===== config.mk =====
export PLATFORM = sky130hd
export DESIGN_NAME = ipv4_fragment_reassembly_tracker_flat
export DESIGN_NICKNAME = d
export VERILOG_FILES = /design/src/rtl/ifrt_pkg.sv /design/src/rtl/ifrt_if.sv /design/src/rtl/ifrt_ram.sv /design/src/rtl/ipv4_fragment_reassembly_tracker.sv /design/src/flat_wrapper.sv
export SDC_FILE = /design/constraint.sdc
export NUM_CORES = 2
export LEC_CHECK = 0
export ABC_AREA = 1
export BUFFER_PORTS_ARGS = -buffer_cell sky130_fd_sc_hd__buf_2
export CAP_MARGIN = 30
export CORE_MARGIN = 2
export CORE_UTILIZATION = 48
export CTS_BUF_LIST = sky130_fd_sc_hd__clkbuf_2
export CTS_CLUSTER_SIZE = 12
export DETAILED_ROUTE_END_ITERATION = 6
export PLACE_DENSITY_LB_ADDON = 0.05
export SYNTH_ARGS = -nofsm -noshare
export SYNTH_HDL_FRONTEND = slang
export SYNTH_HIERARCHICAL = 1
export SYNTH_SLANG_ARGS = --single-unit

===== constraint.sdc =====
create_clock -name clk -period 13 [get_ports clk]
set_input_delay 1.3 -clock clk [delete_from_list [all_inputs] [get_ports clk]]
set_output_delay 1.3 -clock clk [all_outputs]
set_load 0.05 [all_outputs]

===== src/rtl/ifrt_pkg.sv =====
`timescale 1ns / 1ps
`default_nettype none
// ----------------------------------------------------------------------------
// ifrt_pkg
// Types and constants shared by the fragment reassembly tracker.
// ----------------------------------------------------------------------------
package ifrt_pkg;
  localparam int Entries = 16;
  localparam int SlotW = (Entries > 1) ? $clog2(Entries) : 1;
  localparam int CntW = $clog2(Entries + 1);
  localparam logic [16:0] LenMax = 17'h1ffff;
  localparam logic [16:0] OffsetLimit = 17'h0ff00;
  localparam logic [7:0] LifetimeReset = 8'd60;

  localparam logic [2:0] StFirst = 3'd0;
  localparam logic [2:0] StLater = 3'd1;
  localparam logic [2:0] StComplete = 3'd2;
  localparam logic [2:0] StNoEntry = 3'd3;
  localparam logic [2:0] StDupFirst = 3'd4;
  localparam logic [2:0] StTooLarge = 3'd5;
  localparam logic [2:0] StFull = 3'd6;
  localparam logic [2:0] StTick = 3'd7;

  typedef struct packed {
    logic        action;
    logic [31:0] src_ip;
    logic [31:0] dst_ip;
    logic [15:0] ident;
    logic [12:0] frag_offset;
    logic        more_fragments;
    logic [5:0]  hdr_bytes;
    logic [15:0] total_len;
  } in_req_t;

  typedef struct packed {
    logic [2:0]  status;
    logic [3:0]  slot;
    logic [16:0] write_offset;
    logic [15:0] copy_len;
    logic        copy_from_header;
    logic [16:0] assembled_len;
    logic [4:0]  expired_count;
  } out_req_t;

  // Entry record: key, ident, header length, length, age.
  localparam int RecW = 64 + 16 + 6 + 17 + 8;
endpackage
`default_nettype wire


===== src/rtl/ifrt_if.sv =====
`timescale 1ns / 1ps
`default_nettype none
// ----------------------------------------------------------------------------
// ifrt_in_if / ifrt_out_if
// Valid/ready channels for fragment requests and result descriptors.
// ----------------------------------------------------------------------------
interface ifrt_in_if import ifrt_pkg::*; ();
  logic    valid;
  logic    ready;
  in_req_t data;
  modport source (output valid, output data, input ready);
  modport sink (input valid, input data, output ready);
endinterface

interface ifrt_out_if import ifrt_pkg::*; ();
  logic     valid;
  logic     ready;
  out_req_t data;
  modport source (output valid, output data, input ready);
  modport sink (input valid, input data, output ready);
endinterface
`default_nettype wire


===== src/rtl/ifrt_ram.sv =====
`timescale 1ns / 1ps
`default_nettype none
// ----------------------------------------------------------------------------
// ifrt_ram
// Generic single-port RAM with registered read.
// ----------------------------------------------------------------------------
module ifrt_ram #(
  parameter int Width = 8,
  parameter int Depth = 16
) (
  input  wire logic                     clk,
  input  wire logic                     we,
  input  wire logic [$clog2(Depth)-1:0] addr,
  input  wire logic [Width-1:0]         wdata,
  output logic      [Width-1:0]         rdata
);
  logic [Width-1:0] mem [Depth];

  always_ff @(posedge clk) begin
    if (we) begin
      mem[addr] <= wdata;
    end
    rdata <= mem[addr];
  end
endmodule
`default_nettype wire


===== src/rtl/ipv4_fragment_reassembly_tracker.sv =====
`timescale 1ns / 1ps
`default_nettype none
// ----------------------------------------------------------------------------
// ipv4_fragment_reassembly_tracker
// Tracks open IPv4 reassemblies and emits one result descriptor per request.
// ----------------------------------------------------------------------------
// Requests arrive on in_ (valid/ready). A fragment request carries the key,
// offset, flags and lengths; a tick request ages every open entry. Each
// request yields exactly one result on out_ (valid/ready).
// The entry record lives in a single-port RAM; a sequencer walks all
// entries through that one port and one shared key compare. A fragment
// then rereads and writes back the chosen entry; a tick writes back each
// aged valid entry in turn, through the same read-then-write RAM port.
// The block takes one request at a time and is not ready while working.
// The result is held in an output register until taken; while the receiver
// stalls, the block holds the result and does not accept a new request.
// cfg_we writes the lifetime register life_r at once. Reset empties the table by clearing
// the per-entry valid bits; the RAM itself needs no clearing pass.
// ----------------------------------------------------------------------------
module ipv4_fragment_reassembly_tracker import ifrt_pkg::*; (
  input wire logic       clk,
  input wire logic       rst_n,
  ifrt_in_if.sink        in_ch,
  ifrt_out_if.source     out_ch,
  input wire logic       cfg_we,
  input wire logic [7:0] cfg_wdata
);
  localparam logic [2:0] S_IDLE = 3'd0;
  localparam logic [2:0] S_RD   = 3'd1;
  localparam logic [2:0] S_CHK  = 3'd2;
  localparam logic [2:0] S_WRD  = 3'd3;
  localparam logic [2:0] S_UPD  = 3'd4;
  localparam logic [2:0] S_OUT  = 3'd5;
  localparam logic [2:0] S_HRD  = 3'd6;

  logic [2:0]         state_r, state_nxt;
  logic [7:0]         life_r;
  logic [Entries-1:0] valid_r, valid_nxt;
  logic [SlotW-1:0]   idx_r, idx_nxt;
  logic               found_r, found_nxt, free_r, free_nxt;
  logic [SlotW-1:0]   hit_r, hit_nxt, free_idx_r, free_idx_nxt;
  logic [CntW-1:0]    exp_r, exp_nxt;
  in_req_t            req_r;
  out_req_t           res_r, res_nxt;

  logic               ram_we;
  logic [SlotW-1:0]   ram_addr;
  logic [RecW-1:0]    ram_wdata, ram_rdata;

  logic [63:0]        rd_key;
  logic [15:0]        rd_ident;
  logic [5:0]         rd_hl;
  logic [16:0]        rd_len;
  logic [7:0]         rd_age;
  logic [7:0]         age_inc;
  logic [16:0]        off8;
  logic [15:0]        pay;
  logic [17:0]        len_sum;
  logic [16:0]        len_sat;
  logic               last_idx;

  ifrt_ram #(.Width(RecW), .Depth(Entries)) u_ram (
    .clk(clk), .we(ram_we), .addr(ram_addr), .wdata(ram_wdata), .rdata(ram_rdata)
  );

  assign {rd_key, rd_ident, rd_hl, rd_len, rd_age} = ram_rdata;
  assign age_inc  = (rd_age == 8'hff) ? rd_age : rd_age + 8'd1;
  assign off8     = {1'b0, req_r.frag_offset, 3'b000};
  assign pay      = (req_r.total_len >= {10'd0, req_r.hdr_bytes}) ?
                    req_r.total_len - {10'd0, req_r.hdr_bytes} : 16'd0;
  assign len_sum  = {1'b0, rd_len} + {2'b00, pay};
  assign len_sat  = len_sum[17] ? LenMax : len_sum[16:0];
  assign last_idx = (idx_r == SlotW'(Entries - 1));

  assign in_ch.ready  = (state_r == S_IDLE);
  assign out_ch.valid = (state_r == S_OUT);
  assign out_ch.data  = res_r;

  always_comb begin
    state_nxt    = state_r;
    valid_nxt    = valid_r;
    idx_nxt      = idx_r;
    found_nxt    = found_r;
    free_nxt     = free_r;
    hit_nxt      = hit_r;
    free_idx_nxt = free_idx_r;
    exp_nxt      = exp_r;
    res_nxt      = res_r;
    ram_we       = 1'b0;
    ram_addr     = idx_r;
    ram_wdata    = ram_rdata;
    unique case (state_r)
      S_IDLE: begin
        idx_nxt   = '0;
        found_nxt = 1'b0;
        free_nxt  = 1'b0;
        exp_nxt   = '0;
        res_nxt   = '0;
        if (in_ch.valid) begin
          state_nxt = S_RD;
        end
      end
      S_RD: begin
        state_nxt = S_CHK;
      end
      S_CHK: begin
        if (req_r.action) begin
          state_nxt = S_WRD;
        end else begin
          if (valid_r[idx_r] && !found_r && rd_key == {req_r.src_ip, req_r.dst_ip}
              && rd_ident == req_r.ident) begin
            found_nxt = 1'b1;
            hit_nxt   = idx_r;
          end
          if (!valid_r[idx_r] && !free_r) begin
            free_nxt     = 1'b1;
            free_idx_nxt = idx_r;
          end
          if (last_idx) begin
            state_nxt = S_HRD;
            idx_nxt   = found_nxt ? hit_nxt : idx_r;
          end else begin
            idx_nxt   = idx_r + SlotW'(1);
            state_nxt = S_RD;
          end
        end
      end
      S_HRD: begin
        state_nxt = S_UPD;
      end
      S_WRD: begin
        if (valid_r[idx_r]) begin
          ram_we    = 1'b1;
          ram_wdata = {rd_key, rd_ident, rd_hl, rd_len, age_inc};
          if (age_inc >= life_r) begin
            valid_nxt[idx_r] = 1'b0;
            exp_nxt          = exp_r + CntW'(1);
          end
        end
        if (last_idx) begin
          res_nxt.status        = StTick;
          res_nxt.expired_count = 5'(exp_nxt);
          state_nxt             = S_OUT;
        end else begin
          idx_nxt   = idx_r + SlotW'(1);
          state_nxt = S_RD;
        end
      end
      S_UPD: begin
        // The registered read of the hit entry, issued in S_HRD, is valid in this state.
        state_nxt = S_OUT;
        if (off8 > OffsetLimit) begin
          res_nxt.status = StTooLarge;
          if (found_r) begin
            valid_nxt[hit_r] = 1'b0;
            res_nxt.slot     = 4'(hit_r);
          end
        end else if (req_r.frag_offset != '0) begin
          if (!found_r) begin
            res_nxt.status = StNoEntry;
          end else begin
            ram_we                = 1'b1;
            ram_wdata             = {rd_key, rd_ident, rd_hl, len_sat, rd_age};
            res_nxt.slot          = 4'(hit_r);
            res_nxt.write_offset  = off8 + {11'd0, rd_hl};
            res_nxt.copy_len      = pay;
            res_nxt.assembled_len = len_sat;
            res_nxt.status        = req_r.more_fragments ? StLater : StComplete;
            if (!req_r.more_fragments) begin
              valid_nxt[hit_r] = 1'b0;
            end
          end
        end else if (found_r) begin
          res_nxt.status = StDupFirst;
          res_nxt.slot   = 4'(hit_r);
        end else if (!free_r) begin
          res_nxt.status = StFull;
        end else begin
          ram_addr  = free_idx_r;
          ram_we    = 1'b1;
          ram_wdata = {req_r.src_ip, req_r.dst_ip, req_r.ident, req_r.hdr_bytes,
                       {1'b0, req_r.total_len}, 8'd0};
          res_nxt.slot             = 4'(free_idx_r);
          res_nxt.copy_len         = req_r.total_len;
          res_nxt.copy_from_header = 1'b1;
          res_nxt.assembled_len    = {1'b0, req_r.total_len};
          res_nxt.status           = req_r.more_fragments ? StFirst : StComplete;
          valid_nxt[free_idx_r]    = req_r.more_fragments;
        end
      end
      S_OUT: begin
        if (out_ch.ready) begin
          state_nxt = S_IDLE;
        end
      end
      default: state_nxt = S_IDLE;
    endcase
  end

  always_ff @(posedge clk) begin
    if (!rst_n) begin
      state_r <= S_IDLE;
      valid_r <= '0;
      life_r  <= LifetimeReset;
    end else begin
      state_r <= state_nxt;
      valid_r <= valid_nxt;
      if (cfg_we) begin
        life_r <= cfg_wdata;
      end
    end
    idx_r      <= idx_nxt;
    found_r    <= found_nxt;
    free_r     <= free_nxt;
    hit_r      <= hit_nxt;
    free_idx_r <= free_idx_nxt;
    exp_r      <= exp_nxt;
    res_r      <= res_nxt;
    if (in_ch.valid && in_ch.ready) begin
      req_r <= in_ch.data;
    end
  end

  a_out_hold: assert property (@(posedge clk) disable iff (!rst_n)
    out_ch.valid && !out_ch.ready |=> out_ch.valid && $stable(out_ch.data))
    else $error("result changed while stalled");
  a_excl: assert property (@(posedge clk) disable iff (!rst_n)
    !(in_ch.ready && out_ch.valid))
    else $error("ready while result pending");
  a_tick_count: assert property (@(posedge clk) disable iff (!rst_n)
    out_ch.valid && out_ch.data.status != StTick |-> out_ch.data.expired_count == 5'd0)
    else $error("expired count on fragment result");
endmodule
`default_nettype wire


===== src/flat_wrapper.sv =====
// flat-port wrapper written by rule: the top's interface ports become plain ports
module ipv4_fragment_reassembly_tracker_flat import ifrt_pkg::*;
  (clk, rst_n, cfg_we, cfg_wdata, in_ch_valid, in_ch_data, in_ch_ready, out_ch_valid, out_ch_data, out_ch_ready);
  ifrt_in_if in_ch_i ();
  ifrt_out_if out_ch_i ();
  input wire logic clk;
  input wire logic rst_n;
  input wire logic cfg_we;
  input wire logic [7:0] cfg_wdata;
  input wire logic [$bits(in_ch_i.valid)-1:0] in_ch_valid;
  input wire logic [$bits(in_ch_i.data)-1:0] in_ch_data;
  output wire logic [$bits(in_ch_i.ready)-1:0] in_ch_ready;
  output wire logic [$bits(out_ch_i.valid)-1:0] out_ch_valid;
  output wire logic [$bits(out_ch_i.data)-1:0] out_ch_data;
  input wire logic [$bits(out_ch_i.ready)-1:0] out_ch_ready;
  assign in_ch_i.valid = in_ch_valid;
  assign in_ch_i.data = in_ch_data;
  assign in_ch_ready = in_ch_i.ready;
  assign out_ch_valid = out_ch_i.valid;
  assign out_ch_data = out_ch_i.data;
  assign out_ch_i.ready = out_ch_ready;
  ipv4_fragment_reassembly_tracker u_core (.clk(clk), .rst_n(rst_n), .in_ch(in_ch_i), .out_ch(out_ch_i), .cfg_we(cfg_we), .cfg_wdata(cfg_wdata));
endmodule

# [After elaboration in Yosys (flattened, before gate mapping)]
# Memories as Yosys holds them, arrays and structs flattened. A register that Yosys moved wholly into a read port is not among the register bits.
# Cells that the tools add are included.
[word_totals] ff_bits=226 mem_bits_rw=1776 input_bits=130 memories=1
[memory_table] memory="u_core.u_ram.mem" words=16 word_bits=111 rd=1 rd_ports_with_merged_regs=1 wr=1 line="ifrt_ram.sv:17" text="logic [Width-1:0] mem [Depth];"
[classes] n_addsub=6 n_lt_le_gt_ge=9 eq_ne=33 n_mux=89 n_bitwise=5 reduce_logical=32
[ops] op="$mux 111" n=4
[ops] op="$pmux 111 s2" n=1
[ops] op="$mux 16" n=11
[ops] op="$pmux 55 s2" n=1
[ops] op="$mux 17" n=4
[ops] op="$mux 34" n=2
[ops] op="$eq 64x64->1" n=1
[ops] op="$mux 51" n=1
[ops] op="$mux 4" n=12
[ops] op="$mux 37" n=1
[ops] op="$and 16x16->16" n=2
[ops] op="$not 16->16" n=2
[ops] op="$pmux 16 s2" n=1
[ops] op="$mux 25" n=1
[ops] op="$mux 3" n=8
[ops] op="$mux 7" n=3
[ops] op="$pmux 3 s7" n=1
[ops] op="$pmux 5 s2" n=2
[ops] op="$mux 1" n=19
[ops] op="$add 17x16->18" n=1
[ops] op="$add 16x6->17" n=1
[ops] op="$bwmux 16" n=1
[ops] op="$eq 16x16->1" n=1
[ops] op="$ge 16x6->1" n=1
[ops] op="40 further kinds" n=92

# [Longest topological paths before layout]
[depth] ltp_word=12 ltp_mapped=27 ltp_nobuf=27

# [Modules after synthesis]
# Netlist, hierarchy kept.
[by_module_without_submodules] module="ifrt_ram" instances=1 cells_each=7257 area_per_inst_um2=76073.0 seq_area_each_um2=55553.3
[by_module_without_submodules] module="ipv4_fragment_reassembly_tracker" instances=1 cells_each=2045 area_per_inst_um2=14916.8 seq_area_each_um2=6516.2

# [Worst setup path after synthesis]
# OpenSTA, ideal clock, no wires.
[synth_path] kind="register to register" start="register u_core.state_r[1]" end="memory u_core/u_ram/mem[4][0] in the netlist's numbering (enable)" setup_time_ns=0.583 arrival_time_ns=7.033 setup_slack_ns=5.384 stages_incl_launch_ff=17 path_buffers=5 period_less_slack_ns=7.616 cell_sequence="dfxtp_1 > nor2_1 > inv_2 > nor2_4 > inv_2 > buf_6 > nor2_8 > nand2_2 > buf_4 > buf_2 > o21ai_0 > inv_1 > nor2_1 > buf_2 > buf_2 > inv_1 > nor2_1"
[synth_between] word_cells_on_any_way=6 cone_classes="2 x eq/ne; 4 x mux"
[synth_rtl] item="start: declaration" line="ipv4_fragment_reassembly_tracker.sv:36" text="logic [2:0] state_r, state_nxt;"
[synth_rtl] item="start signal: assignment" line="ipv4_fragment_reassembly_tracker.sv:206" text="state_r <= state_nxt;"
[synth_rtl] item="$eq 3x3->1" line="ipv4_fragment_reassembly_tracker.sv:92" text="unique case (state_r)"
[synth_rtl] item="$mux 4" line="ipv4_fragment_reassembly_tracker.sv:92"
[synth_rtl] item="via u_core.ram_addr[2]" line="ipv4_fragment_reassembly_tracker.sv:47" text="logic [SlotW-1:0] ram_addr;"
[synth_rtl] item="end: declaration" line="ifrt_ram.sv:17"
# The timed path passes the listed nets, and every way through them passes these cells.

# [Final worst setup path]
[layout_path] start="register u_core.state_r[1]" end="memory u_core/u_ram/mem[1][69] in the netlist's numbering (enable)"
# Same word-level chain as after synthesis.

==> impl_metrics.toml <==
[critical_path]
path_common_cell = "buf_4"
max_stage_delay_ps = 840
worst_ep_required_time_ps = 14410
startpoint_type = "flop"
cp_max_fo = 189
slowest_stage = "buf_4"
cp_cell_sequence = "nor2_1 > inv_2 > nor2_4 > inv_2 > buf_4 > nor2_8 > nand2_8 > buf_4 > o21ai_4 > buf_4 > buf_4 > buf_12 > nand3_1 > nor2_4 > buf_4 > buf_4"
arrival_ps = 10070
crit_buf_inv = 9
cp_top_family = "buffers and inverters"
reg2reg_from = "u_core/state_r[1]"
crit_start = "u_core/state_r[1]"
worstSetupPathType = "reg -> reg"
end_kind = "flop"

[clocking]
clock-sinks = 2113
post-cts-setup-buffers = 0
worstSkewPairLatency_ps = 1900
cts_root_buf = "clkbuf_2"
cts_tree = "yes"
cts_buffer_depth = 4
cts_buffers = 568
clk_pin_slew_ps = 110
cts_resized = 0
cts_max_level = 6

[power]
cellPowerDensity_nw_per_um2 = 178
peakVddDrop_mv = 0.105
finalPower_mw = 18.2
leakage_nw = 45.5

[timing]
slew_viol_final = 0
worst_pin_slew_ps = 1320
fin_hold_ws_ps = 242
finalSetupViolCount = 0
hold_violations = 0
period_share_pct = 66.5
relSlewSlack_pct = 12.3
fmax_mhz = 116
setup_tns_ps = 0
rsz0062_at_grt = "false"
min_period_ps = 8650
finalClockSkew_ps = 131

[grt]
grt_start_max_net_pins = 203
grt_pass1_vias = 61200
overflow = 0
grt_antenna_before_repair = 4
grtUsageTotal_pct = 26.3
grt_pass1_wl_mm = 382

[yosys]
synth_top_area_share_pct = 65.2
synth_common_cells = "nand2_1, edfxtp_1, inv_1"
synth_top_area_cell = "edfxtp_1"
postSynth.asyncResetShare_pct = 0
ys_warn_count = 6
ys_dominant_reg_cell = "edfxtp_1"
synthDistinctLibCells = 44
synth_area_per_cell_um2 = 9.78
ys_seq_elements = 2113
netlist_instances = 9302
synth_edf_count = 1975
synth_seq_area_share_pct = 68.2
synthTopCellsByArea = "edfxtp_1, nand2_1, dfxtp_1"
syn_nets = 9474
syn_area_um2 = 91000
synth.most_common_cell = "nand2_1"

[detailed_routing]
highest_layer = "met4"
postRouteAntennaNets = 0
met2WireLength_mm = 122
wl_met3_mm = 13.5
met1Wirelength_mm = 113
num_vias = 64700
via_per_inst = 5.01
drc = 0
routedWlPerCell_um = 19.8
drt_iter0_markers = 4959
dr.pass1.iters = 6
drt-total-wl_mm = 256

[floorplanning]
core_region_area_um2 = 188000
ios = 195
fp.dieH_um = 439
die-area_um2 = 193000
start_util_pct = 48.4
row_count = 159
die_w_um = 439

[placement]
place.gp.congestion = 0.869
io_buffers = 194
hpwlAfterDp_mm = 138

[hold_path]
min-delay-start = "in_ch_data[36]"
hold_class = "in -> reg"

[layout]
final_util_pct = 54.3
drive_gt1_share_pct = 12.1
nets = 10200
flow.area_growth_from_synthesis_pct = 12.2

[flow_run]
drv_cap = 0

[status]
status = "completed"
==> through the flow <==
| stage | area, um2 | setup WS (ps) | instances |
|---|---|---|---|
| 4_1_cts | 102000 | 4290 | 12900 |
| 3_5_place_dp | 94500 | 4340 | 11700 |
| 5_1_grt | 102000 | 3790 | 12900 |
| 6_report | 102000 | 4350 | 12900 |
| 2_1_floorplan | 91000 | 5380 | 9302 |
| 3_3_place_gp | 94200 | 3990 | 11700 |
==> cells by family (layout without fill, tap and decap cells) <==
family | after synthesis | count (layout) | share of synthesized area [%]
buffers and inverters | 1003 | 2109 | 4.60
muxes | 21 | 21 | 0.231
xor gates and xnor gates | 34 | 34 | 0.327
and+or+nand+nor | 5785 | 5785 | 24.2
AOI/OAI and AO/OA | 304 | 304 | 1.78
other | 0 | 14 | 0
DFF | 2113 | 2113 | 68.2
adders and majority gates | 42 | 42 | 0.602
==> cell type report <==
cell class                 instances  area [um2]
antenna                           14        35.0
inverter                         606        2320
sequential                      2113       62100
timing repair buffer             544        4560
tap                             2495        3120
fill                           17200       85900
multi-input combinational       6186       24900
clock inverter                    95         733
clock buffer                     864        4320
==> registers in the layout (all words and copies together) (netlist names) <==
name                count
u_core/u_ram/mem     1776
u_core/u_ram/rdata    111
u_core/req_r          104
u_core/out_ch.data     63
u_core/valid_r         16
u_core/off8            13
u_core/life_r           8
u_core/exp_r            5
u_core/free_idx_r       4
u_core/hit_r            4
u_core/idx_r            4
u_core/state_r          3
u_core/found_r          1
u_core/free_r           1
==> metal layers <==
layer,GRT usage [%],up-vias
met5,0,-
met4,9.22,0
met3,4.20,425
met2,43.1,1969
met1,35.5,30700
li1,-,31600
==> worst register-to-register path: cells and delay by family, from the launching register on <==
family	cells	cell delay, ps
AOI/OAI and AO/OA	1	430
DFF	1	350
and+or+nand+nor	6	2740
buffers and inverters	9	4700
==> repair_timing <==
action,4_1_cts,5_1_grt
endpoints found under the hold margin,145,0
hold buffers,240,0
setup endpoints to repair,0,0
==> worst paths after layout <==
path	endpoint	slack, ps	cells after the start
hold / removal	u_core/req_r[36]	240	2
setup reg to reg	u_core/u_ram/mem[1][69]	4350	16
setup / recovery	u_core/u_ram/mem[1][69]	4350	16
hold reg to reg	u_core/out_ch.data[40]	550	2
==> where the power goes <==
group | switching [mW] | total (mW) | internal (mW)
clock network | 2.70 | 4.72 | 2.01
registers | 0.205 | 8.73 | 8.53
logic | 3.60 | 4.75 | 1.14
==> cell usage in the layout, fill, tap and decap left out, drive strengths merged, types with 3 or more instances in the layout <==
cell | Yosys | final
a211oi | 6 | 6
a21oi | 69 | 69
buf | 288 | 304
bufinv | 0 | 14
clkbuf | 109 | 864
clkinv | 2 | 69
dfxtp | 138 | 138
diode | 0 | 14
dlygate4sd3 | 0 | 240
edfxtp | 1975 | 1975
fa | 3 | 3
ha | 39 | 39
inv | 604 | 618
mux2i | 21 | 21
nand2 | 5359 | 5359
nand3 | 130 | 130
nand4 | 32 | 32
nor2 | 241 | 241
nor3 | 12 | 12
o211ai | 15 | 15
o21a | 3 | 3
o21ai | 197 | 197
o21bai | 3 | 3
o22ai | 3 | 3
o31ai | 3 | 3
or2 | 6 | 6
xnor2 | 15 | 15
xor2 | 19 | 19
(Power assumes the default switching activity.)
